==> config.mk <==
export PLATFORM = sky130hd
export DESIGN_NAME = tlvg_ctrl
export DESIGN_NICKNAME = d
export VERILOG_FILES = /design/src/rtl/tlvg_pkg.sv /design/src/rtl/tlvg_ctrl.sv
export SDC_FILE = /design/constraint.sdc
export NUM_CORES = 1
export LEC_CHECK = 0
export BUFFER_PORTS_ARGS = -buffer_cell sky130_fd_sc_hd__buf_4
export CORE_AREA = 2 2 39 41
export CTS_BUF_LIST = sky130_fd_sc_hd__clkbuf_16
export DETAILED_ROUTE_END_ITERATION = 10
export DIE_AREA = 0 0 41 43
export PLACE_DENSITY = 0.68
export SLEW_MARGIN = 20
export SYNTH_ARGS = -nofsm -noshare
export SYNTH_HDL_FRONTEND = slang
export SYNTH_SLANG_ARGS = --single-unit
==> constraint.sdc <==
create_clock -name clk -period 1.2 [get_ports clk]
set_input_delay 0.24 -clock clk [delete_from_list [all_inputs] [get_ports clk]]
set_output_delay 0.24 -clock clk [all_outputs]
set_load 0.01 [all_outputs]
==> src/rtl/tlvg_pkg.sv <==
// Shared types, constants and register codes for the vector grouping block.
`default_nettype none

package tlvg_pkg;

  localparam int ELEM_W         = 32;
  localparam int SCEN_W         = 16;
  localparam int THR_W          = 24;
  localparam int EPS_W          = 16;
  localparam int GIDX_W         = 4;
  localparam int DIFF_SHIFT     = 16;
  localparam int PROD_W         = THR_W + ELEM_W;
  localparam int LHS_W          = ELEM_W + DIFF_SHIFT;
  localparam int CFG_IDX_W      = 1;
  localparam int CFG_DATA_W     = 24;
  localparam int VECTOR_LEN_DEF = 16;
  localparam int MAX_GROUPS_DEF = 16;

  localparam logic [THR_W-1:0] THR_RESET = 24'd6554;
  localparam logic [EPS_W-1:0] EPS_RESET = 16'd1;

  localparam logic [CFG_IDX_W-1:0] REG_REL_THRESHOLD = 1'd0;
  localparam logic [CFG_IDX_W-1:0] REG_EPS_OFFSET    = 1'd1;

  localparam logic OP_ELEMENT = 1'b0;
  localparam logic OP_CLEAR   = 1'b1;

  typedef enum logic [3:0] {
    ST_IDLE,
    ST_CHECK,
    ST_ISSUE,
    ST_DRAIN,
    ST_EVAL,
    ST_COPY,
    ST_COPY_END,
    ST_DONE_MATCH,
    ST_DONE_NEW,
    ST_DONE_FULL
  } state_t;

  typedef struct packed {
    logic              op;
    logic              kind;
    logic [SCEN_W-1:0] scenario_index;
    logic [ELEM_W-1:0] element_value;
    logic              last_element;
  } item_t;

  typedef struct packed {
    logic [GIDX_W-1:0] group_index;
    logic              new_group;
    logic              store_full;
    logic              kind_out;
    logic [SCEN_W-1:0] scenario_out;
  } res_t;

  typedef struct packed {
    logic take;
    logic idx_clear;
    logic issue;
    logic next_rep;
    logic copy_issue;
    logic finish;
    logic fin_new;
    logic fin_full;
  } cmd_t;

  typedef struct packed {
    logic starts_scan;
    logic grp_lt_cnt;
    logic grp_lt_max;
    logic idx_last;
    logic pipe_busy;
    logic match;
    logic out_free;
  } status_t;

endpackage

`default_nettype wire

==> src/rtl/tlvg_ctrl.sv <==
// Sequencer for loading, representative scan, copy and result hand-off.
`default_nettype none

module tlvg_ctrl import tlvg_pkg::*; (
  input  wire logic    clk,
  input  wire logic    rst,
  input  wire logic    item_valid,
  output logic         item_ready,
  input  wire status_t st,
  output cmd_t         cmd
);

  state_t state, state_next;

  always_ff @(posedge clk) begin
    if (rst) begin
      state <= ST_IDLE;
    end else begin
      state <= state_next;
    end
  end

  always_comb begin
    state_next = state;
    unique case (state)
      ST_IDLE: begin
        if (item_valid && st.starts_scan) state_next = ST_CHECK;
      end
      ST_CHECK: begin
        if (st.grp_lt_cnt) state_next = ST_ISSUE;
        else if (st.grp_lt_max) state_next = ST_COPY;
        else state_next = ST_DONE_FULL;
      end
      ST_ISSUE: begin
        if (st.idx_last) state_next = ST_DRAIN;
      end
      ST_DRAIN: begin
        if (!st.pipe_busy) state_next = ST_EVAL;
      end
      ST_EVAL: begin
        state_next = st.match ? ST_DONE_MATCH : ST_CHECK;
      end
      ST_COPY: begin
        if (st.idx_last) state_next = ST_COPY_END;
      end
      ST_COPY_END: state_next = ST_DONE_NEW;
      ST_DONE_MATCH, ST_DONE_NEW, ST_DONE_FULL: begin
        if (st.out_free) state_next = ST_IDLE;
      end
      default: state_next = ST_IDLE;
    endcase
  end

  always_comb begin
    cmd        = '0;
    item_ready = 1'b0;
    unique case (state)
      ST_IDLE: begin
        item_ready = 1'b1;
        cmd.take   = item_valid;
      end
      ST_CHECK:    cmd.idx_clear  = 1'b1;
      ST_ISSUE:    cmd.issue      = 1'b1;
      ST_DRAIN:    ;
      ST_EVAL:     cmd.next_rep   = !st.match;
      ST_COPY:     cmd.copy_issue = 1'b1;
      ST_COPY_END: ;
      ST_DONE_MATCH: cmd.finish = st.out_free;
      ST_DONE_NEW: begin
        cmd.finish  = st.out_free;
        cmd.fin_new = 1'b1;
      end
      ST_DONE_FULL: begin
        cmd.finish   = st.out_free;
        cmd.fin_full = 1'b1;
      end
      default: ;
    endcase
  end

  a_idle_pipe_empty: assert property (@(posedge clk) disable iff (rst)
    state == ST_IDLE |-> !st.pipe_busy)
    else $error("compare pipeline busy while idle");

  a_issue_fills_pipe: assert property (@(posedge clk) disable iff (rst)
    cmd.issue |=> st.pipe_busy)
    else $error("issued read did not enter compare pipeline");

endmodule

`default_nettype wire

Word-level counts from Yosys, hierarchy flattened

Cells that the tools add are included.

Register bits: 4
Input port bits: 10
Output and inout bits: 9
Logic and storage cells: 38

Equality and inequality tests: 14
Multiplexer cells: 18
Reductions and logical operators: 5

Operators with widths:

| operator                                              | number |
|---|---|
| case mux 4 bit (8 select lines)                       | 1 |
| two-way mux 4 bit                                     | 7 |
| equality test 4 x 3 -> 1 bit, second input constant   | 4 |
| two-way mux 1 bit                                     | 9 |
| equality test 4 x 2 -> 1 bit, second input constant   | 2 |
| equality test 4 bit, second input constant            | 2 |
| inequality test 2 bit, second input constant          | 4 |
| AND reduction 5 bit                                   | 1 |
| equality test 4 x 1 -> 1 bit, second input constant   | 1 |
| logical NOT 4 bit                                     | 1 |
| two-way mux 3 bit                                     | 1 |
| OR reduction 3 bit                                    | 1 |
| inequality test 2 x 1 -> 1 bit, second input constant | 1 |
| logical AND 1 bit                                     | 1 |
| logical NOT 1 bit                                     | 1 |

Depth between registers and ports, before layout

Gate-level depths: netlist (run 1).

Depth in word-level cells: 4
Mapped depth: 5
Gate-level depth less buffers: 4

Worst setup path before layout (run 1)

No wires, ideal clock.

Path type: register -> register
From: register state[1]
To: register state[3]
Library setup time: 0.079 ns
Arrival time: 1.195 ns
Slack: -0.074 ns
Stages on the path, launching flop included: 5
Buffers on the path: 0
Clock period less this slack: 1.274 ns
Cell sequence: dfxtp_1 or4_1 a21oi_1 nor2_1 a211oi_2

Cells in the longest elaborated chain, start to end: 4

Ends and longest elaborated chain:

| element                                                                    | line            | RTL |
|---|---|---|
| from (decl)                                                                | tlvg_ctrl.sv:13 | `state_t state, state_next;` |
| from (signal assigned)                                                     | tlvg_ctrl.sv:19 | `state <= state_next;` |
| equality test 4 bit / equality test 4 x 3 -> 1 bit (equally long branches) | tlvg_ctrl.sv:25 | `unique case (state)` |
| OR reduction 3 bit (no source line)                                        | --              |  |
| inequality test 2 x 1 -> 1 bit (no source line)                            | --              |  |
| AND reduction 5 bit (no source line)                                       | --              |  |

Parallel ways exist; a longest one is shown, timed or not.
A chain may end at the register's enable or synchronous reset.

Worst setup path after layout (run 1)

From: register state[1]
To: output item_ready

Cells in the longest elaborated chain, start to end: 2

Ends and longest elaborated chain:

| element           | line            | RTL |
|---|---|---|
| logical NOT 4 bit | tlvg_ctrl.sv:57 | `unique case (state)` |
| two-way mux 1 bit | tlvg_ctrl.sv:57 |  |
| to (decl)         | tlvg_ctrl.sv:8  | `output logic item_ready,` |

Every way passes these cells.

==> impl_metrics.yaml, run 1 <==
status:
  result_of_the_run: "finished with violations"
  failed_checks: "negative setup slack"
worst_hold_path:
  min_path_cells: 2
  timing.hold.worst_endpoint: "state[3]$_SDFFE_PP0P_"
  holdCritPathClass: "primary input to register"
  min_from: "rst"
synthesis:
  ys.warnings.count: 0
  synth-edff-count: 0
  synthDominantAreaCellType: "dfxtp_1"
  synthesis.instances: 58
  synth_cell_types: 25
  synth_seq_cells: 4
  most_used_dff_post_synth: "dfxtp_1"
  synth.top_cells.by_area: "dfxtp_1 (20%), mux2i_1 (9.8%), nor2_1 (8.3%)"
  seq_area_frac_synth_pct: 19.6
  syn_nets: 68
  synth.cells.most_frequent: "nor2_1 (9), nand2_1 (6), nand2b_1 (5), dfxtp_1 (4), mux2i_1 (4)"
  asyncSetResetFlopFracSynth_pct: 0
  synth_cell_area_um2: 408
  syn_area_per_cell_um2: 7.03
  yosysTopAreaCellShare_pct: 19.6
  synth_most_common_cell: "nor2_1"
layout:
  nFillCells: 115
  largest-register: "state"
  area_of_all_placed_cells_without_fillers_um2: 873
  antenna-diode-count: 0
  largest_reg_flops: 4
  post_synthesis_to_final_layout_area_growth_pct: 114
  top_regs: "state (4)"
  layout-drive-gt1-share_pct: 62.0
  fin_nets: 104
  fraction_of_the_core_area_covered_by_cells_at_the_end_of_the_flow_pct: 63.1
global_routing:
  global_route_wire_length_before_repair_um: 1970
  grt.overflow.total: 0
  first_global_vias: 496
  antenna_found_initial: 0
  grt_max_degree: 9
  grt.total_usage_pct: 16.4
placement:
  numPortBuffers: 18
  globalplace.congestion: 0.821
  dpl-instance-area_um2: 649
  place_hpwl_um: 875
critical_path:
  r2r.worst_path.cells: 5
  worst_ep_arrival_time_ns: 1.15
  critical_path.cell_chain: "or2_1 > nor3_2 > buf_4"
  crit_start: "state[1]$_SDFFE_PP0P_"
  kind_of_start_point_of_the_critical_path: "register"
  worst_path_dominant_cell_family: "simple AND/OR/NAND/NOR gates"
  crit_required_ns: 0.96
  cpMaxStageDelayCell: "dfxtp_4"
  crit_end_element: "primary output"
  crit-reg2reg-launch: "state[1]$_SDFFE_PP0P_"
  crit_path_max_incr_delay_ns: 0.36
  worst_r2r_endpoint: "state[0]$_SDFFE_PP0P_"
  reg2reg_slack_ns: -0.13
  worst-setup-path-type: "register to primary output"
  cp_num_buf_inv: 1
  worstPathMaxFanout: 6
floorplanning:
  die_w_um: 41
  floorplan.initialDensity_pct: 29.5
  placement_rows: 14
  placeableCoreArea_um2: 1380
  ioPinCount: 19
  die_y_um: 43
  fp.dieArea_um2: 1760
routing:
  detail-route-antenna-nets: 0
  detail_route.wirelength_um: 1290
  initialDrtViolationCount: 5
  detailedRoute.firstPassIterationCount: 2
  routedWlPerCell_um: 11.9
  route.vias.total: 536
  drt-vias-per-instance: 4.96
  drc: 0
clocking:
  hold_buffers: 0
  h_tree_levels: 1
  number_of_buffers_created_by_cts: 3
  insertion_delay_ns: 0.22
  root_buffer: "clkbuf_16"
  worst_setup_hold_path_clk_slew_ns: 0.03
  clock_tree_from_tritoncts: "done"
  ctsLongestPathBuffers: 2
  cts.sinks: 4
timing:
  layout_min_cycle_time_ns: 1.39
  unrepaired_setup_endpoints_after_global_routing: "true"
  max_slew_violations: 0
  max_clock_freq_mhz: 722
  measured_slew_at_the_worst_slew_check_pin_ns: 0.385
  worst_case_setup_margin_in_the_final_layout_ns: -0.186
  layout_worst_path_cycle_share_pct: 115
  report.final.hold_viol_count: 0
  skew_ns: 0.00191
  setup_violations: 13
  fin_setup_tns_ns: -1.84
  max-slew-margin-rel_pct: 74.1
pwr:
  irDropWorstVdd_mv: 1.44
  power.leakage_uw: 0.000382
  power_density_nw_per_um2: 2060
job:
  max_cap_viol_count: 0
stage by stage:
stage | hold slack [ns] | total power [uW] | setup slack, ns | instances
finish | 0.194 | 1800 | -0.186 | 108
global route | 0.214 | 1910 | -0.248 | 108
CTS | 0.195 | 1680 | -0.239 | 107
detailed placement | 0.433 | 1040 | -0.109 | 101
global placement | 0.435 | 1030 | -0.105 | 101
floorplan | 0.305 | 672 | -0.0198 | 58
power by group:
group | internal [uW] | total (uW) | leakage (uW) | switching (uW)
Clock | 425 | 516 | 0.0000370 | 90.6
Combinational | 566 | 1040 | 0.000310 | 476
Sequential | 185 | 241 | 0.0000350 | 56.2
layout by cell type (no fill, tap or decap):
cell type,netlist,layout
a211oi_2,1,1
a21boi_2,0,1
a21oi_1,3,3
a22o_1,1,1
a22oi_2,1,1
a311oi_1,1,1
and3_1,2,1
and3_4,0,1
buf_4,0,25
buf_6,0,10
clkbuf_16,0,3
dfxtp_2,0,2
dfxtp_4,0,2
mux2i_1,4,4
nand2_1,6,5
nand2_2,0,1
nand2b_1,5,3
nand2b_4,0,2
nand3_1,1,1
nor2_1,9,5
nor2_2,0,2
nor2_4,0,2
nor2b_1,2,1
nor2b_4,0,1
nor3_2,0,2
nor3b_1,1,1
nor4_4,0,1
o2111ai_1,2,2
o211ai_1,1,1
o21ai_0,3,3
o2bb2ai_1,1,1
or2_1,1,1
or4_1,1,1
area by class of cell:
class                           instances  area [um^2]  share of cell area (%)
Multi-Input combinational cell         50          388                    44.4
Timing Repair Buffer                   35          300                    34.4
Sequential cell                         4         90.1                    10.3
Clock buffer                            3         75.1                    8.60
Tap cell                               16         20.0                    2.29
repair_timing:
action                     4_1_cts  5_1_grt
setup buffers                    3        1
gates resized for setup         16       15
cloned                           0        0
pin swaps                        5        5
setup endpoints to repair       13       13
worst max path at each step:
stage,to,slack (ns),cells after the start
floorplan,state[3]$_SDFFE_PP0P_,-0.02,4
global placement,state[3]$_SDFFE_PP0P_,-0.11,5
detailed placement,state[3]$_SDFFE_PP0P_,-0.11,5
CTS,cmd[4],-0.24,4
global route,item_ready,-0.25,3
finish,item_ready,-0.19,3
routing by layer:
layer	vias to the layer above	global-route usage, %	part of all wire [%]	wire length [um]
met3	2	3.14	2.6	33
li1	281	-	-	-
met2	11	28.1	55	706
met4	0	8.00	1.1	14
met5	-	0	0	0
met1	242	17.9	42	535
logic make-up after synthesis:
kind of cell / count (synthesis) / share of synthesized area, %
mux: 4 / 9.82
simple gates: 31 / 38.0
buf+inv: 4 / 4.60
compound gates: 15 / 27.9
flops: 4 / 19.6
No activity file was read; power rests on OpenSTA's default activity.
==> inputs of run 2 (changes only) <==
--- a/config.mk
+++ b/config.mk
@@ -10,7 +10,7 @@
 export CTS_BUF_LIST = sky130_fd_sc_hd__clkbuf_16
 export DETAILED_ROUTE_END_ITERATION = 10
 export DIE_AREA = 0 0 41 43
-export PLACE_DENSITY = 0.68
+export PLACE_DENSITY = 0.65
 export SLEW_MARGIN = 20
 export SYNTH_ARGS = -nofsm -noshare
 export SYNTH_HDL_FRONTEND = slang
==> constraint.sdc (replaced) <==
create_clock -name clk -period 1.7 [get_ports clk]
set_input_delay 0.34 -clock clk [delete_from_list [all_inputs] [get_ports clk]]
set_output_delay 0.34 -clock clk [all_outputs]
set_load 0.01 [all_outputs]
==> run 2 against run 1 <==
Effect of this change: the flow now finishes without violations; register-to-register slack improved by 0.40 ns; worst setup slack gained 0.32 ns; power is 44% lower; die area unchanged; clock skew is essentially flat; critical path type unchanged; non-clock buffer count shrank 15; highest routed layer unchanged; routed wire length shrank 19%; critical path depth is 1 higher; clock power decreased by 29%.
==> impl_metrics.yaml, run 2 (synthesized netlist as in run 1, its figures left out) <==
status:
  result_of_the_run: "finished clean"
floorplanning:
  placeableCoreArea_um2: 1380
  ioPinCount: 19
  die_y_um: 43
  floorplan.initialDensity_pct: 29.5
  placement_rows: 14
  fp.dieArea_um2: 1760
  die_w_um: 41
critical_path:
  cpMaxStageDelayCell: "dfxtp_1"
  crit_path_max_incr_delay_ns: 0.36
  worstPathMaxFanout: 6
  critical_path.cell_chain: "nor2b_1 > nand3_1 > a21boi_0 > buf_4"
  worst_path_dominant_cell_family: "flip-flops"
  kind_of_start_point_of_the_critical_path: "register"
  r2r.worst_path.cells: 4
  cp_num_buf_inv: 1
  worst_r2r_endpoint: "state[3]$_SDFFE_PP0P_"
  reg2reg_slack_ns: 0.27
  worst-setup-path-type: "register to primary output"
  crit-reg2reg-launch: "state[1]$_SDFFE_PP0P_"
  worst_ep_arrival_time_ns: 1.22
  crit_required_ns: 1.36
  crit_end_element: "primary output"
clocking:
  clock_tree_from_tritoncts: "done"
  hold_buffers: 0
  cts.sinks: 4
  insertion_delay_ns: 0.22
  root_buffer: "clkbuf_16"
  h_tree_levels: 1
  post_cts.repair.setup_buffers: 0
  ctsLongestPathBuffers: 2
  worst_setup_hold_path_clk_slew_ns: 0.03
  number_of_buffers_created_by_cts: 3
  post_cts_resized: 0
global_routing:
  grt_max_degree: 16
  grt.overflow.total: 0
  grt.total_usage_pct: 14.2
  first_global_vias: 399
  antenna_found_initial: 0
  global_route_wire_length_before_repair_um: 1700
timing:
  measured_slew_at_the_worst_slew_check_pin_ns: 0.403
  max_slew_violations: 0
  layout_worst_path_cycle_share_pct: 91.9
  report.final.hold_viol_count: 0
  fin_setup_tns_ns: 0
  unrepaired_setup_endpoints_after_global_routing: "false"
  setup_violations: 0
  max_clock_freq_mhz: 640
  worst_case_setup_margin_in_the_final_layout_ns: 0.137
  skew_ns: 0.00154
  layout_min_cycle_time_ns: 1.56
  max-slew-margin-rel_pct: 72.9
layout:
  nFillCells: 135
  largest_reg_flops: 4
  top_regs: "state (4)"
  fin_nets: 89
  largest-register: "state"
  post_synthesis_to_final_layout_area_growth_pct: 56.1
  area_of_all_placed_cells_without_fillers_um2: 637
  most-common-layout-cells: "buf_4 (20), nor2_1 (9), nand2_1 (6)"
  antenna-diode-count: 0
  layout-drive-gt1-share_pct: 35.1
  mostFrequentLayoutCell: "buf_4"
worst_hold_path:
  holdCritPathClass: "primary input to register"
  min_from: "rst"
  min_path_cells: 2
  timing.hold.worst_endpoint: "state[3]$_SDFFE_PP0P_"
routing:
  route.vias.total: 479
  detail-route-antenna-nets: 0
  detailedRoute.firstPassIterationCount: 3
  routedWlPerCell_um: 11.2
  initialDrtViolationCount: 6
  drt-vias-per-instance: 5.15
  drc: 0
  detail_route.wirelength_um: 1040
pwr:
  power.leakage_uw: 0.000279
  total_power_uw: 1000
  power_density_nw_per_um2: 1570
  irDropWorstVdd_mv: 0.729
placement:
  post-place-ws_ns: 0.195
  globalplace.congestion: 0.854
  numPortBuffers: 18
  place_hpwl_um: 786
  dpl-instance-area_um2: 559
job:
  max_cap_viol_count: 0
-- run 2: through the flow --
stage	std cells	hold WS [ns]	util, %
2_1_floorplan	58	0.405	-
3_3_place_gp	90	0.538	40.4
3_5_place_dp	90	0.539	40.4
4_1_cts	93	0.307	45.8
5_1_grt	93	0.316	46.0
6_report	93	0.310	46.0
-- run 2: layout make-up --
class | count | area, um^2 | share of cell area, %
clock buffers | 3 | 75.1 | 11.8
flip-flops and latches | 4 | 82.6 | 13.0
multi-input cells | 50 | 309 | 48.5
repair buffers | 20 | 150 | 23.6
well taps | 16 | 20.0 | 3.14
-- run 2: worst max path at each step --
stage	startpoint	end	slack [ns]	depth (start not counted)
6_report	state[3]$_SDFFE_PP0P_	cmd[2]	0.14	4
5_1_grt	state[3]$_SDFFE_PP0P_	cmd[2]	0.05	4
4_1_cts	state[1]$_SDFFE_PP0P_	item_ready	0.06	3
3_5_place_dp	state[1]$_SDFFE_PP0P_	state[3]$_SDFFE_PP0P_	0.20	4
3_3_place_gp	state[1]$_SDFFE_PP0P_	state[3]$_SDFFE_PP0P_	0.21	4
2_1_floorplan	state[1]$_SDFFE_PP0P_	cmd[4]	0.36	3
-- run 2: metal layers --
layer	GRT usage [%]	up-vias	share of wire [%]
li1	-	249	-
met1	17.9	214	46
met2	20.3	13	46
met3	4.71	3	6.7
met4	8.00	0	1.1
met5	0	-	0
-- run 2: worst reg2reg max path, delay by kind of cell (launching register included) --
kind / cells / cell delay [ns]
DFF: 1 / 0.38
AOI/OAI and AO/OA: 2 / 0.36
and+or+nand+nor: 2 / 0.60
-- run 2: report_power, final --
part,internal [uW],switching (uW)
clock network,300,65.2
logic,232,238
registers,122,45.4
total,654,348
